$ cat src/design/arpc_pkg.sv
// ----------------------------------------------------------------------------
// arpc_pkg
// shared types, constants and helpers for the arp responder with cache
// ----------------------------------------------------------------------------
package arpc_pkg;

	localparam int CACHE_ENTRIES = 8;
	localparam int IDX_W = (CACHE_ENTRIES > 1) ? $clog2(CACHE_ENTRIES) : 1;
	localparam int FRAME_LEN = 60;
	localparam int MIN_LEN = 42;

	localparam logic [15:0] ETH_TYPE_ARP = 16'h0806;
	localparam logic [15:0] PROTO_IPV4 = 16'h0800;
	localparam logic [15:0] HW_ETHER = 16'h0001;
	localparam logic [15:0] LENGTHS_OK = 16'h0604;
	localparam logic [15:0] OP_REQUEST = 16'h0001;
	localparam logic [15:0] OP_REPLY = 16'h0002;
	localparam logic [47:0] MAC_BCAST = 48'hFFFF_FFFF_FFFF;

	typedef enum logic [2:0] {
		CMD_BYTE = 3'd0,
		CMD_LOOKUP = 3'd1,
		CMD_FLUSH = 3'd2,
		CMD_REQUEST = 3'd3,
		CMD_ANNOUNCE = 3'd4
	} cmd_t;

	localparam logic [1:0] REG_OWN_IP = 2'd0;
	localparam logic [1:0] REG_OWN_MAC = 2'd1;
	localparam logic [1:0] REG_LINK = 2'd2;

	typedef enum logic [2:0] {
		ST_IDLE,
		ST_LEARN,
		ST_LOOKUP,
		ST_TX,
		ST_OUT
	} state_t;

	// controller to datapath
	typedef struct packed {
		logic take_in;     // register the incoming item
		logic do_byte;     // capture a frame byte
		logic do_flush;    // clear the cache
		logic do_learn;    // write the learned sender
		logic do_lookup;   // load the lookup answer
		logic start_tx;    // load frame fields, reset byte index
		logic tx_step;     // advance transmit byte index
	} ctl_t;

	// datapath to controller
	typedef struct packed {
		cmd_t cmd;
		logic frame_ok;    // last byte closes a valid arp frame
		logic reply_due;   // frame asks for our address
		logic ip_zero;
		logic link;
		logic tx_end;      // current tx byte is the last one
	} sts_t;

endpackage

$ cat src/design/arpc_if.sv
// ----------------------------------------------------------------------------
// arpc_if
// valid/ready channel interfaces for items, results and config writes
// ----------------------------------------------------------------------------
interface arpc_in_if;
	logic valid;
	logic ready;
	logic [2:0] command;
	logic [7:0] data_byte;
	logic frame_last;
	logic [31:0] ip_value;
	modport source (output valid, command, data_byte, frame_last, ip_value, input ready);
	modport sink (input valid, command, data_byte, frame_last, ip_value, output ready);
endinterface

interface arpc_out_if;
	logic valid;
	logic ready;
	logic kind;
	logic [7:0] tx_byte;
	logic tx_last;
	logic hit;
	logic [47:0] found_mac;
	modport source (output valid, kind, tx_byte, tx_last, hit, found_mac, input ready);
	modport sink (input valid, kind, tx_byte, tx_last, hit, found_mac, output ready);
endinterface

interface arpc_cfg_if;
	logic valid;
	logic ready;
	logic [1:0] index;
	logic [47:0] data;
	modport source (output valid, index, data, input ready);
	modport sink (input valid, index, data, output ready);
endinterface

$ cat src/design/arpc_datapath.sv
// ----------------------------------------------------------------------------
// arpc_datapath
// receive capture, cache storage, lookup and transmit byte generation
// ----------------------------------------------------------------------------
module arpc_datapath
	import arpc_pkg::*;
(
	input  logic        clk,
	input  logic        arst_n,
	input  ctl_t        ctl,
	output sts_t        sts,
	input  logic [2:0]  command,
	input  logic [7:0]  data_byte,
	input  logic        frame_last,
	input  logic [31:0] ip_value,
	input  logic        cfg_we,
	input  logic [1:0]  cfg_index,
	input  logic [47:0] cfg_data,
	output logic        kind,
	output logic [7:0]  tx_byte,
	output logic        tx_last,
	output logic        hit,
	output logic [47:0] found_mac
);

	logic [31:0] own_ip_q;
	logic [47:0] own_mac_q;
	logic        link_q;
	logic [2:0]  cmd_q;
	logic [7:0]  byte_q;
	logic        last_q;
	logic [31:0] ipv_q;
	logic [5:0]  rx_count_q;
	logic [15:0] eth_type_q, hw_type_q, proto_q, lengths_q, opcode_q;
	logic [47:0] smac_q;
	logic [31:0] sip_q, tip_q;
	logic [CACHE_ENTRIES-1:0] valid_q;
	logic [31:0] eip_q [CACHE_ENTRIES];
	logic [47:0] emac_q [CACHE_ENTRIES];
	logic [47:0] f_dest_q, f_tmac_q;
	logic [31:0] f_tip_q, f_sip_q;
	logic [15:0] f_op_q;
	logic [5:0]  tx_idx_q;
	logic        kind_q, hit_q;
	logic [47:0] fmac_q;
	logic [5:0]  len;
	logic [CACHE_ENTRIES-1:0] match;
	logic        any_match, any_free;
	logic [IDX_W-1:0] match_idx, free_idx, wr_idx;
	logic [7:0]  b;
	logic        long_q;
	logic [31:0] key;

	// configuration registers
	always_ff @(posedge clk or negedge arst_n) begin
		if (!arst_n) begin
			own_ip_q <= '0;
			own_mac_q <= '0;
			link_q <= 1'b0;
		end else if (cfg_we) begin
			unique case (cfg_index)
				REG_OWN_IP: own_ip_q <= cfg_data[31:0];
				REG_OWN_MAC: own_mac_q <= cfg_data;
				REG_LINK: link_q <= cfg_data[0];
				default: ;
			endcase
		end
	end

	// input item register
	always_ff @(posedge clk) begin
		if (ctl.take_in) begin
			cmd_q <= command;
			byte_q <= data_byte;
			last_q <= frame_last;
			ipv_q <= ip_value;
		end
	end

	// frame length after this byte, saturated
	assign len = (rx_count_q < 6'd63) ? rx_count_q + 6'd1 : rx_count_q;

	// receive capture
	always_ff @(posedge clk or negedge arst_n) begin
		if (!arst_n) begin
			rx_count_q <= '0;
			eth_type_q <= '0; hw_type_q <= '0; proto_q <= '0;
			lengths_q <= '0; opcode_q <= '0; smac_q <= '0;
			sip_q <= '0; tip_q <= '0;
		end else if (ctl.do_byte) begin
			rx_count_q <= last_q ? 6'd0 : len;
			if (rx_count_q == 6'd12 || rx_count_q == 6'd13)
				eth_type_q <= {eth_type_q[7:0], byte_q};
			else if (rx_count_q == 6'd14 || rx_count_q == 6'd15)
				hw_type_q <= {hw_type_q[7:0], byte_q};
			else if (rx_count_q == 6'd16 || rx_count_q == 6'd17)
				proto_q <= {proto_q[7:0], byte_q};
			else if (rx_count_q == 6'd18 || rx_count_q == 6'd19)
				lengths_q <= {lengths_q[7:0], byte_q};
			else if (rx_count_q == 6'd20 || rx_count_q == 6'd21)
				opcode_q <= {opcode_q[7:0], byte_q};
			else if (rx_count_q >= 6'd22 && rx_count_q <= 6'd27)
				smac_q <= {smac_q[39:0], byte_q};
			else if (rx_count_q >= 6'd28 && rx_count_q <= 6'd31)
				sip_q <= {sip_q[23:0], byte_q};
			else if (rx_count_q >= 6'd38 && rx_count_q <= 6'd41)
				tip_q <= {tip_q[23:0], byte_q};
		end
	end

	// frame check, evaluated after the last byte has been captured
	always_comb begin
		sts.cmd = cmd_t'(cmd_q);
		sts.frame_ok = long_q && (eth_type_q == ETH_TYPE_ARP) && (hw_type_q == HW_ETHER) &&
			(proto_q == PROTO_IPV4) && (lengths_q == LENGTHS_OK);
		sts.reply_due = (opcode_q == OP_REQUEST) && (own_ip_q != '0) &&
			(tip_q == own_ip_q);
		sts.ip_zero = (ipv_q == '0);
		sts.link = link_q;
		sts.tx_end = (tx_idx_q == 6'(FRAME_LEN - 1));
	end

	// frame length test needs the count before clearing; held in a flag
	always_ff @(posedge clk or negedge arst_n) begin
		if (!arst_n)
			long_q <= 1'b0;
		else if (ctl.do_byte)
			long_q <= last_q && (len >= 6'(MIN_LEN));
	end

	// cache match against the learn key or the lookup key
	assign key = ctl.do_lookup ? ipv_q : sip_q;
	always_comb begin
		any_match = 1'b0; any_free = 1'b0;
		match_idx = '0; free_idx = '0;
		for (int i = CACHE_ENTRIES - 1; i >= 0; i--) begin
			match[i] = valid_q[i] && (eip_q[i] == key);
			if (match[i]) begin
				any_match = 1'b1;
				match_idx = IDX_W'(i);
			end
			if (!valid_q[i]) begin
				any_free = 1'b1;
				free_idx = IDX_W'(i);
			end
		end
		wr_idx = any_match ? match_idx : (any_free ? free_idx : '0);
	end

	// cache storage
	always_ff @(posedge clk or negedge arst_n) begin
		if (!arst_n)
			valid_q <= '0;
		else if (ctl.do_flush)
			valid_q <= '0;
		else if (ctl.do_learn && long_q && sip_q != '0)
			valid_q[wr_idx] <= 1'b1;
	end

	always_ff @(posedge clk) begin
		if (ctl.do_learn && long_q && sip_q != '0) begin
			eip_q[wr_idx] <= sip_q;
			emac_q[wr_idx] <= smac_q;
		end
	end

	// result fields and transmit frame fields
	always_ff @(posedge clk or negedge arst_n) begin
		if (!arst_n) begin
			tx_idx_q <= '0;
			kind_q <= 1'b0;
		end else if (ctl.do_lookup) begin
			kind_q <= 1'b1;
		end else if (ctl.start_tx) begin
			kind_q <= 1'b0;
			tx_idx_q <= '0;
		end else if (ctl.tx_step) begin
			tx_idx_q <= tx_idx_q + 6'd1;
		end
	end

	always_ff @(posedge clk) begin
		if (ctl.do_lookup) begin
			hit_q <= any_match && !sts.ip_zero;
			fmac_q <= (any_match && !sts.ip_zero) ? emac_q[match_idx] : '0;
		end
		if (ctl.start_tx) begin
			if (cmd_q == CMD_BYTE) begin
				f_dest_q <= smac_q; f_tmac_q <= smac_q;
				f_tip_q <= sip_q; f_sip_q <= own_ip_q; f_op_q <= OP_REPLY;
			end else begin
				f_dest_q <= MAC_BCAST; f_tmac_q <= '0; f_tip_q <= ipv_q;
				f_sip_q <= (cmd_q == CMD_ANNOUNCE) ? ipv_q : own_ip_q;
				f_op_q <= OP_REQUEST;
			end
		end
	end

	// transmit byte select
	always_comb begin
		b = 8'h00;
		if (tx_idx_q < 6'd6) b = f_dest_q[8*(5-tx_idx_q) +: 8];
		else if (tx_idx_q < 6'd12) b = own_mac_q[8*(11-tx_idx_q) +: 8];
		else if (tx_idx_q == 6'd12) b = ETH_TYPE_ARP[15:8];
		else if (tx_idx_q == 6'd13) b = ETH_TYPE_ARP[7:0];
		else if (tx_idx_q == 6'd14) b = HW_ETHER[15:8];
		else if (tx_idx_q == 6'd15) b = HW_ETHER[7:0];
		else if (tx_idx_q == 6'd16) b = PROTO_IPV4[15:8];
		else if (tx_idx_q == 6'd17) b = PROTO_IPV4[7:0];
		else if (tx_idx_q == 6'd18) b = LENGTHS_OK[15:8];
		else if (tx_idx_q == 6'd19) b = LENGTHS_OK[7:0];
		else if (tx_idx_q == 6'd20) b = f_op_q[15:8];
		else if (tx_idx_q == 6'd21) b = f_op_q[7:0];
		else if (tx_idx_q < 6'd28) b = own_mac_q[8*(27-tx_idx_q) +: 8];
		else if (tx_idx_q < 6'd32) b = f_sip_q[8*(31-tx_idx_q) +: 8];
		else if (tx_idx_q < 6'd38) b = f_tmac_q[8*(37-tx_idx_q) +: 8];
		else if (tx_idx_q < 6'd42) b = f_tip_q[8*(41-tx_idx_q) +: 8];
	end

	assign kind = kind_q;
	assign tx_byte = kind_q ? 8'h00 : b;
	assign tx_last = !kind_q && sts.tx_end;
	assign hit = kind_q && hit_q;
	assign found_mac = kind_q ? fmac_q : '0;

endmodule

$ cat src/design/arpc_ctrl.sv
// ----------------------------------------------------------------------------
// arpc_ctrl
// sequencing of receive, learn, lookup and transmit
// ----------------------------------------------------------------------------
module arpc_ctrl
	import arpc_pkg::*;
(
	input  logic clk,
	input  logic arst_n,
	input  logic in_valid,
	output logic in_ready,
	output logic out_valid,
	input  logic out_ready,
	input  sts_t sts,
	output ctl_t ctl
);

	state_t state_q, state_d;
	logic   busy_q;

	// next state
	always_comb begin
		state_d = state_q;
		unique case (state_q)
			ST_IDLE: if (busy_q) begin
				unique case (sts.cmd)
					CMD_BYTE: state_d = ST_LEARN;
					CMD_LOOKUP: state_d = ST_LOOKUP;
					CMD_REQUEST: if (sts.link) state_d = ST_TX;
					CMD_ANNOUNCE: if (!sts.ip_zero) state_d = ST_TX;
					default: ;
				endcase
			end
			ST_LEARN: state_d = ST_IDLE;
			ST_LOOKUP: state_d = ST_OUT;
			ST_TX: if (out_ready && sts.tx_end) state_d = ST_IDLE;
			ST_OUT: if (out_ready) state_d = ST_IDLE;
			default: state_d = ST_IDLE;
		endcase
		if (state_q == ST_LEARN && sts.frame_ok && sts.reply_due)
			state_d = ST_TX;
	end

	// outputs
	always_comb begin
		ctl = '0;
		in_ready = (state_q == ST_IDLE) && !busy_q;
		out_valid = (state_q == ST_TX) || (state_q == ST_OUT);
		ctl.take_in = in_valid && in_ready;
		ctl.do_byte = (state_q == ST_IDLE) && busy_q && (sts.cmd == CMD_BYTE);
		ctl.do_flush = (state_q == ST_IDLE) && busy_q && (sts.cmd == CMD_FLUSH);
		ctl.do_lookup = (state_q == ST_LOOKUP);
		ctl.do_learn = (state_q == ST_LEARN) && sts.frame_ok;
		ctl.start_tx = (state_d == ST_TX) && (state_q != ST_TX);
		ctl.tx_step = (state_q == ST_TX) && out_ready;
	end

	always_ff @(posedge clk or negedge arst_n) begin
		if (!arst_n) begin
			state_q <= ST_IDLE;
			busy_q <= 1'b0;
		end else begin
			state_q <= state_d;
			busy_q <= ctl.take_in;
		end
	end

endmodule

$ cat src/design/arp_responder_with_cache.sv
// ----------------------------------------------------------------------------
// arp_responder_with_cache
// arp responder over ethernet/ipv4 with an ip-to-mac cache
// ----------------------------------------------------------------------------
// Items enter on in_ch: a frame byte, lookup, flush, request or announce.
// Results leave on out_ch: 60 transmit bytes per frame or one lookup answer.
// Registers own_ip, own_mac and link_present are written over cfg_ch.
// Every frame byte passes three steps (register, capture, frame check); on
// the last byte the check learns the sender into the cache and starts a
// reply if due, and a new byte is taken only after the frame check of the
// one before. The first reply byte is valid after those steps; a lookup
// answer after register, dispatch and lookup; the first byte of a request
// or announce after register and dispatch. A frame goes out one byte a
// cycle while out_ch is ready; the byte index counter sets that rate.
// A stalled receiver holds the current byte; no new item is taken until
// all results of the present one are delivered.
// Reset clears the cache valid bits, the capture state and the registers.
// ----------------------------------------------------------------------------
module arp_responder_with_cache
	import arpc_pkg::*;
(
	input logic clk,
	input logic arst_n,
	arpc_in_if.sink in_ch,
	arpc_out_if.source out_ch,
	arpc_cfg_if.sink cfg_ch
);

	ctl_t ctl;
	sts_t sts;

	assign cfg_ch.ready = 1'b1;

	arpc_ctrl u_ctrl (
		.clk(clk), .arst_n(arst_n),
		.in_valid(in_ch.valid), .in_ready(in_ch.ready),
		.out_valid(out_ch.valid), .out_ready(out_ch.ready),
		.sts(sts), .ctl(ctl)
	);

	arpc_datapath u_dp (
		.clk(clk), .arst_n(arst_n), .ctl(ctl), .sts(sts),
		.command(in_ch.command), .data_byte(in_ch.data_byte),
		.frame_last(in_ch.frame_last), .ip_value(in_ch.ip_value),
		.cfg_we(cfg_ch.valid), .cfg_index(cfg_ch.index), .cfg_data(cfg_ch.data),
		.kind(out_ch.kind), .tx_byte(out_ch.tx_byte), .tx_last(out_ch.tx_last),
		.hit(out_ch.hit), .found_mac(out_ch.found_mac)
	);

	// no item accepted while results are pending
	a_no_overlap: assert property (@(posedge clk) disable iff (!arst_n)
		out_ch.valid |-> !in_ch.ready) else $error("item accepted during output");
	// lookup answers never carry the last-byte mark
	a_kind: assert property (@(posedge clk) disable iff (!arst_n)
		out_ch.valid && out_ch.kind |-> !out_ch.tx_last) else $error("bad lookup answer");
	// a miss reports a zero mac
	a_miss: assert property (@(posedge clk) disable iff (!arst_n)
		out_ch.valid && out_ch.kind && !out_ch.hit |-> out_ch.found_mac == '0)
		else $error("miss with mac");

endmodule
$ cat src/flat_wrapper.sv
// flat-port wrapper written by rule: the top's interface ports become plain ports
module arp_responder_with_cache_flat import arpc_pkg::*;
  (clk, arst_n, in_ch_valid, in_ch_command, in_ch_data_byte, in_ch_frame_last, in_ch_ip_value, in_ch_ready, out_ch_valid, out_ch_kind, out_ch_tx_byte, out_ch_tx_last, out_ch_hit, out_ch_found_mac, out_ch_ready, cfg_ch_valid, cfg_ch_index, cfg_ch_data, cfg_ch_ready);
  arpc_in_if in_ch_i ();
  arpc_out_if out_ch_i ();
  arpc_cfg_if cfg_ch_i ();
  input logic clk;
  input logic arst_n;
  input wire logic [$bits(in_ch_i.valid)-1:0] in_ch_valid;
  input wire logic [$bits(in_ch_i.command)-1:0] in_ch_command;
  input wire logic [$bits(in_ch_i.data_byte)-1:0] in_ch_data_byte;
  input wire logic [$bits(in_ch_i.frame_last)-1:0] in_ch_frame_last;
  input wire logic [$bits(in_ch_i.ip_value)-1:0] in_ch_ip_value;
  output wire logic [$bits(in_ch_i.ready)-1:0] in_ch_ready;
  output wire logic [$bits(out_ch_i.valid)-1:0] out_ch_valid;
  output wire logic [$bits(out_ch_i.kind)-1:0] out_ch_kind;
  output wire logic [$bits(out_ch_i.tx_byte)-1:0] out_ch_tx_byte;
  output wire logic [$bits(out_ch_i.tx_last)-1:0] out_ch_tx_last;
  output wire logic [$bits(out_ch_i.hit)-1:0] out_ch_hit;
  output wire logic [$bits(out_ch_i.found_mac)-1:0] out_ch_found_mac;
  input wire logic [$bits(out_ch_i.ready)-1:0] out_ch_ready;
  input wire logic [$bits(cfg_ch_i.valid)-1:0] cfg_ch_valid;
  input wire logic [$bits(cfg_ch_i.index)-1:0] cfg_ch_index;
  input wire logic [$bits(cfg_ch_i.data)-1:0] cfg_ch_data;
  output wire logic [$bits(cfg_ch_i.ready)-1:0] cfg_ch_ready;
  assign in_ch_i.valid = in_ch_valid;
  assign in_ch_i.command = in_ch_command;
  assign in_ch_i.data_byte = in_ch_data_byte;
  assign in_ch_i.frame_last = in_ch_frame_last;
  assign in_ch_i.ip_value = in_ch_ip_value;
  assign in_ch_ready = in_ch_i.ready;
  assign out_ch_valid = out_ch_i.valid;
  assign out_ch_kind = out_ch_i.kind;
  assign out_ch_tx_byte = out_ch_i.tx_byte;
  assign out_ch_tx_last = out_ch_i.tx_last;
  assign out_ch_hit = out_ch_i.hit;
  assign out_ch_found_mac = out_ch_i.found_mac;
  assign out_ch_i.ready = out_ch_ready;
  assign cfg_ch_i.valid = cfg_ch_valid;
  assign cfg_ch_i.index = cfg_ch_index;
  assign cfg_ch_i.data = cfg_ch_data;
  assign cfg_ch_ready = cfg_ch_i.ready;
  arp_responder_with_cache u_core (.clk(clk), .arst_n(arst_n), .in_ch(in_ch_i), .out_ch(out_ch_i), .cfg_ch(cfg_ch_i));
endmodule
$ cat config.mk
export PLATFORM = sky130hd
export DESIGN_NAME = arp_responder_with_cache_flat
export DESIGN_NICKNAME = d
export VERILOG_FILES = /design/src/design/arpc_pkg.sv /design/src/design/arpc_if.sv /design/src/design/arpc_datapath.sv /design/src/design/arpc_ctrl.sv /design/src/design/arp_responder_with_cache.sv /design/src/flat_wrapper.sv
export SDC_FILE = /design/constraint.sdc
export NUM_CORES = 2
export LEC_CHECK = 0
export BUFFER_PORTS_ARGS = -buffer_cell sky130_fd_sc_hd__clkbuf_2
export CORE_MARGIN = 3
export CORE_UTILIZATION = 50
export CTS_CLUSTER_SIZE = 10
export DETAILED_ROUTE_END_ITERATION = 7
export PLACE_DENSITY = 0.65
export SYNTH_ARGS = -nofsm -noshare
export SYNTH_HDL_FRONTEND = slang
export SYNTH_SLANG_ARGS = --single-unit
$ cat constraint.sdc
create_clock -name clk -period 15.95 [get_ports clk]
set_input_delay 2.3925 -clock clk [delete_from_list [all_inputs] [get_ports clk]]
set_output_delay 2.3925 -clock clk [all_outputs]
set_load 0.02 [all_outputs]
-- Word-level counts from Yosys, hierarchy flattened
Memories as Yosys holds them, arrays and structs flattened. A register that Yosys moved wholly into a read port is not among the register bits.
Index checks and enable logic that the tools add are counted.
- register bits: 520
- latch bits: 0
- memory bits (writable): 640
- bits in read-only memories: 0
- output and inout port bits: 62
- logic and storage cells: 258
- memories: 2
- memory list (memory ; words ; bits a word ; read ports ; clocked after memory_dff ; wr ports ; RTL line ; RTL):
    u_core.u_dp.emac_q ; 8 ; 48 ; 1 ; 1 ; 1 ; arpc_datapath.sv:39 ; logic [47:0] emac_q [CACHE_ENTRIES];
    u_core.u_dp.eip_q ; 8 ; 32 ; 8 ; 0 ; 1 ; arpc_datapath.sv:38 ; logic [31:0] eip_q [CACHE_ENTRIES];
- $add $sub $neg: 8
- multiply operators: 0
- divide/modulo/power cells: 0
- magnitude comparators: 16
- equality and inequality tests: 47
- shift-type cells: 6
- muxes and demuxes: 77
- bitwise operators: 9
- reduce and logical (&&, ||, !) cells: 65
- operators with widths (cell ; count):
    $eq 32x32->1 ; 9
    $shiftx 48x33->8 ; 4
    $mux 8 ; 19
    $mux 32 ; 4
    $eq 6x5->1 const B ; 12
    $mux 3 ; 24
    $shiftx 32x33->8 ; 2
    $reduce_bool 32->1 ; 2
    $eq 6x4->1 const B ; 8
    $mux 48 ; 1
    $logic_and 1x1->1 ; 34
    $eq 16x1->1 const B ; 2
    $eq 16x12->1 const B ; 2
    $logic_not 32->1 ; 1
    $lt 6x6->1 const B ; 4
    $mux 6 ; 4
    $pmux 3 s4 ; 2
    $mux 1 ; 21
    $eq 16x11->1 const B ; 1
    $eq 3x2->1 const B ; 5
    $sub 5x6->7 const A ; 2
    $sub 6x6->7 const A ; 2
    $add 6x1->6 const B ; 2
    $ge 6x5->1 const B ; 2
    other kinds (33) ; 59

-- Longest topological paths before layout
- depth after elaboration: 20
- mapped depth: 18
- gate-level depth less buffers: 12

-- By module
From an unflattened synthesis, not the netlist that was laid out.
- cells, all modules: 3293
- area total of the unflattened synthesis: 51340.5 um^2
- modules (own cells, without submodules) (module ; times used ; cells each ; area each (um^2) ; sequential area each (um^2)):
    arpc_datapath ; 1 ; 3258 ; 51022.7 ; 34257.9
    arpc_ctrl ; 1 ; 33 ; 306.5 ; 100.1
    arp_responder_with_cache ; 1 ; 2 ; 11.3 ; 0.0

-- Least setup slack after synthesis
Ideal clock, no wire load.
- kind: register to register
- from: reg u_core.u_ctrl.state_q[2]
- to: mem u_core.u_dp.eip_q[0][0] (enable)
- setup time: 719 ps
- arrival: 10760 ps
- path slack: 4470 ps
- cell stages (with the launch flop): 14
- buffers on the path: 6
- path through: dfrtp_1 > or3b_1 > buf_6 > buf_6 > buf_6 > buf_6 > buf_2 > o41ai_1 > o2111ai_1 > or2_1 > nand2_1 > clkbuf_1 > a21oi_2 > nor4_1
- word-level cells in the longest chain between the ends: 13
- ends and longest elaborated chain (what ; RTL line ; RTL):
    from (decl) ; arpc_ctrl.sv:18 ; state_t state_q, state_d;
    from (signal assigned) ; arpc_ctrl.sv:63 ; state_q <= state_d;
    $eq 3x2->1 ; arpc_ctrl.sv:52 ; ctl.do_lookup = (state_q == ST_LOOKUP);
    $mux 32 ; arpc_datapath.sv:132 ; assign key = ctl.do_lookup ? ipv_q : sip_q;
    $eq 32x32->1 ; arpc_datapath.sv:137 ; match[i] = valid_q[i] && (eip_q[i] == key);
    $logic_and 1x1->1 ; arpc_datapath.sv:137 ;
    $mux 3 or $mux 1 (tied branches) (8 in a row) ; arpc_datapath.sv:138 ; if (match[i]) begin
    $mux 3 ; arpc_datapath.sv:147 ; wr_idx = any_match ? match_idx : (any_free ? free_idx : '0);
    to (decl) ; arpc_datapath.sv:38 ;
Several ways; a longest one is shown, not always the timed one.

-- Worst setup path in the final report
- from: reg u_core.u_ctrl.state_q[0]
- to: mem u_core.u_dp.eip_q[2][6] (enable)
The elaborated chain is that of the path after synthesis.

==> flow_metrics.py <==
metrics = {
    "run_status": {
        "status": "finished, violations left",
        "violations": "design-rule violations",
    },
    "drt": {
        "drc": 2,
        "dr.pass1.iters": 8,
        "drt_first_iter_violations": 4677,
        "postRouteAntennaNets": 0,
        "vias": 38137,
        "totalWireLength_mm": 181,
        "drt-wirelength-per-cell_um": 30.9,
        "avgViaCountPerCell": 6.51,
    },
    "timing": {
        "slew_headroom_pct": 17.0,
        "fmax_mhz": 129,
        "worst_slew_pin_slew_ns": 1.25,
        "slew_violations": 0,
        "rsz0062_at_grt": "no",
        "fin_crit_ns": 7.73,
        "final.setup.tns_ns": 0,
        "period_share_pct": 48.4,
        "setup_violations": 0,
        "hold_viol": 0,
        "skew_ns": 0.0261,
        "finalWorstSetupSlack_ns": 8.22,
    },
    "layout": {
        "drive_gt1_share_pct": 22.1,
        "finalCoreUtilization_pct": 56.8,
        "area_growth_pct": 12.0,
        "nNetsFinal": 4402,
    },
    "yosys": {
        "synthTopCellsByCount": "895 x edfxtp_1, 299 x dfrtp_1, 288 x mux2_2, 212 x o21ai_0, 203 x clkbuf_1",
        "syn-cell-area_um2": 55700,
        "netlist.area_leader.share_pct": 48.3,
        "synth_edf_count": 895,
        "syn_area_per_cell_um2": 13.4,
        "synth.net_count": 4264,
        "synth_largest_area_cell": "edfxtp_1",
        "postSynthCellCount": 4148,
        "ys_types": 97,
        "synthArstFlopShare_pct": 25.0,
        "synth_seq_cells": 1194,
        "synth_ff_type": "edfxtp_1",
        "ys_seq_area_share_pct": 61.7,
        "yosysMostFrequentCell": "edfxtp_1",
        "yosysWarnings": 0,
        "netlist_top_cells_area": "edfxtp_1 48%, dfrtp_1 13%, mux2_2 5.8%",
    },
    "pwr": {
        "cellPowerDensity_nw_per_um2": 126,
        "p_leak_uw": 0.0213,
        "max-vdd-ir-drop_v": 0.000127,
    },
    "clock_network": {
        "cts_tree": "built",
        "post-cts-setup-buffer-count": 0,
        "cts_resized": 0,
        "cts_max_level": 4,
        "clock_sinks": 1194,
        "cts_made_buffers": 141,
        "clkTransAtPathRegs_ns": 0.06,
        "cts_buffer_depth": 3,
        "cts_root_buf": "clkbuf_16",
        "clock_latency_ns": 0.75,
        "cts_hold_buf": 0,
    },
    "setup_path": {
        "crit_path_end_kind": "register",
        "path_cells": "or3b_4 > buf_4 > mux2i_1 > xnor2_1 > nor4_1 > nand4_1 > nor3_4 > buf_4 > and4bb_4 > nand3_1 > nand2_1 > nor3_2 > buf_4",
        "critical_path_arrival_ns": 8.07,
        "crit_type": "register to register",
        "cpPeakStageDelay_ns": 0.97,
        "slowest_stage": "buf_4",
        "crit_required_ns": 16.29,
        "path_max_fanout": 71,
        "cp_common_cell": "buf_4",
        "cp-start-kind": "register",
    },
    "grt": {
        "grt_max_degree": 97,
        "antenna_found_initial": 8,
        "use_met3_pct": 6.46,
        "grt_pass1_vias": 37219,
        "busiest_layer": "met2",
        "grt_use_met2_pct": 48.5,
        "gr-usage-met1_pct": 41.9,
        "grtUsageTotal_pct": 31.0,
        "grt_pass1_wl_mm": 263,
        "grt-ovfl-total": 0,
    },
    "floorplan": {
        "die_y_um": 340,
        "die-area_um2": 115000,
        "rows": 121,
        "chipWidth_um": 340,
        "initial_core_util_pct": 50.7,
        "coreArea_um2": 110000,
        "boundaryPins": 161,
    },
    "placement": {
        "dpl.hpwl_mm": 114,
        "port_buffers": 159,
        "place_ws_ns": 8.29,
        "gp_congestion": 0.969,
    },
    "worst_hold_path": {
        "hold_class": "register to register",
    },
    "run": {
        "drv_cap": 0,
    },
}
area by class of cell:
cell class	instances	area (µm²)
multi-input combinational	2525	19700
inverter	150	566
sequential	1194	34400
timing repair buffer	274	1670
clock inverter	12	151
tap	1476	1850
antenna	3	7.51
fill	8882	47400
clock buffer	224	4030
cell families (layout without fill, tap and decap cells):
| kind of cell | after synthesis | after routing | share of synthesized area (%) |
|---|---|---|---|
| xor gates and xnor gates | 260 | 260 | 4.09 |
| other | 1 | 4 | 0.00673 |
| muxes | 437 | 437 | 9.76 |
| adders and majority gates | 17 | 17 | 0.382 |
| AOI/OAI and AO/OA | 771 | 771 | 10.2 |
| and+or+nand+nor | 1039 | 1039 | 10.6 |
| DFF | 1194 | 1194 | 61.7 |
| buffers and inverters | 429 | 660 | 3.22 |
registers in the layout (all words and copies together), names as in the netlist, 32 cells and up:
name and flops:
u_core.u_dp.sip_q 32, u_core.u_dp.emac_q 384, u_core.u_dp.tip_q 32, u_core.u_dp.own_ip_q 32, u_core.u_dp.f_dest_q 48, u_core.u_dp.smac_q 48
u_core.u_dp.f_tip_q 32, u_core.u_dp.fmac_q 48, u_core.u_dp.f_sip_q 32, u_core.u_dp.f_tmac_q 48, u_core.u_dp.eip_q 256, u_core.u_dp.ipv_q 32
u_core.u_dp.own_mac_q 48
metrics by stage:
stage / hold slack, ns / cell area (µm²) / total power (µW) / std cells
floorplan: 0.474 / 55700 / 4370 / 4148
global placement: 0.482 / 58200 / 4910 / 5619
detailed placement: 0.491 / 58200 / 4920 / 5619
CTS: 0.503 / 62400 / 7880 / 5855
global route: 0.516 / 62400 / 8100 / 5855
finish: 0.503 / 62400 / 7860 / 5858
worst max-delay path: cells and delay by family, from the launching register on:
kind / cells / cell delay, ns
AND/OR/NAND/NOR: 8 / 3.03
buffers and inverters: 3 / 2.47
multiplexers: 1 / 0.94
flip-flops: 1 / 0.54
XOR/XNOR: 1 / 0.18
layout by cell type (no fill, tap or decap), drive strengths merged, types with 10 or more instances in the layout:
cell type,n
dfrtp,299
clkbuf,382
xor2,77
nand4,58
and3,63
xnor2,183
a31o,50
a2111oi,117
mux2i,109
edfxtp,895
a21oi,108
a221o,12
nand3,29
buf,116
ha,17
o2111ai,16
o22ai,38
o21ai,215
a22o,10
a211oi,10
or2,57
and2,157
a221oi,61
a22oi,14
nand2b,41
mux4,40
nor3,88
nor2b,56
or3,14
nor4b,16
nor4,162
o221ai,28
mux2,288
nand2,158
nor2,95
inv,151
report_power, final:
group / leakage, µW / switching (µW) / internal [µW] / total [µW]
clock network: 0.00201 / 1230 / 1750 / 2980
registers: 0.0107 / 223 / 3450 / 3670
logic: 0.00863 / 765 / 445 / 1210
layer usage:
layer  share of wire, %  vias to the layer above  wire length, µm
met2                 46                     2060            83200
met3                9.2                      487            16700
li1                   -                    16210                -
met4                5.0                        0             9130
met5                  0                        -                0
met1                 40                    19380            72000
path summary, 6_finish.rpt:
| check | from | endpoint | slack [ns] | cells past startpoint |
|---|---|---|---|---|
| min reg2reg | u_core.u_dp.own_mac_q[6] | u_core.u_dp.own_mac_q[6] | 0.50 | 1 |
| min in group asynchronous | arst_n | u_core.u_dp.own_mac_q[32] | 1.71 | 1 |
| min | u_core.u_dp.own_mac_q[6] | u_core.u_dp.own_mac_q[6] | 0.50 | 1 |
| max | u_core.u_ctrl.state_q[0] | u_core.u_dp.eip_q[2][6] | 8.22 | 13 |
| max reg2reg | u_core.u_ctrl.state_q[0] | u_core.u_dp.eip_q[2][6] | 8.22 | 13 |
| max in group asynchronous | arst_n | u_core.u_dp.sip_q[9] | 11.06 | 4 |
Power figures use the tool's default switching activity.
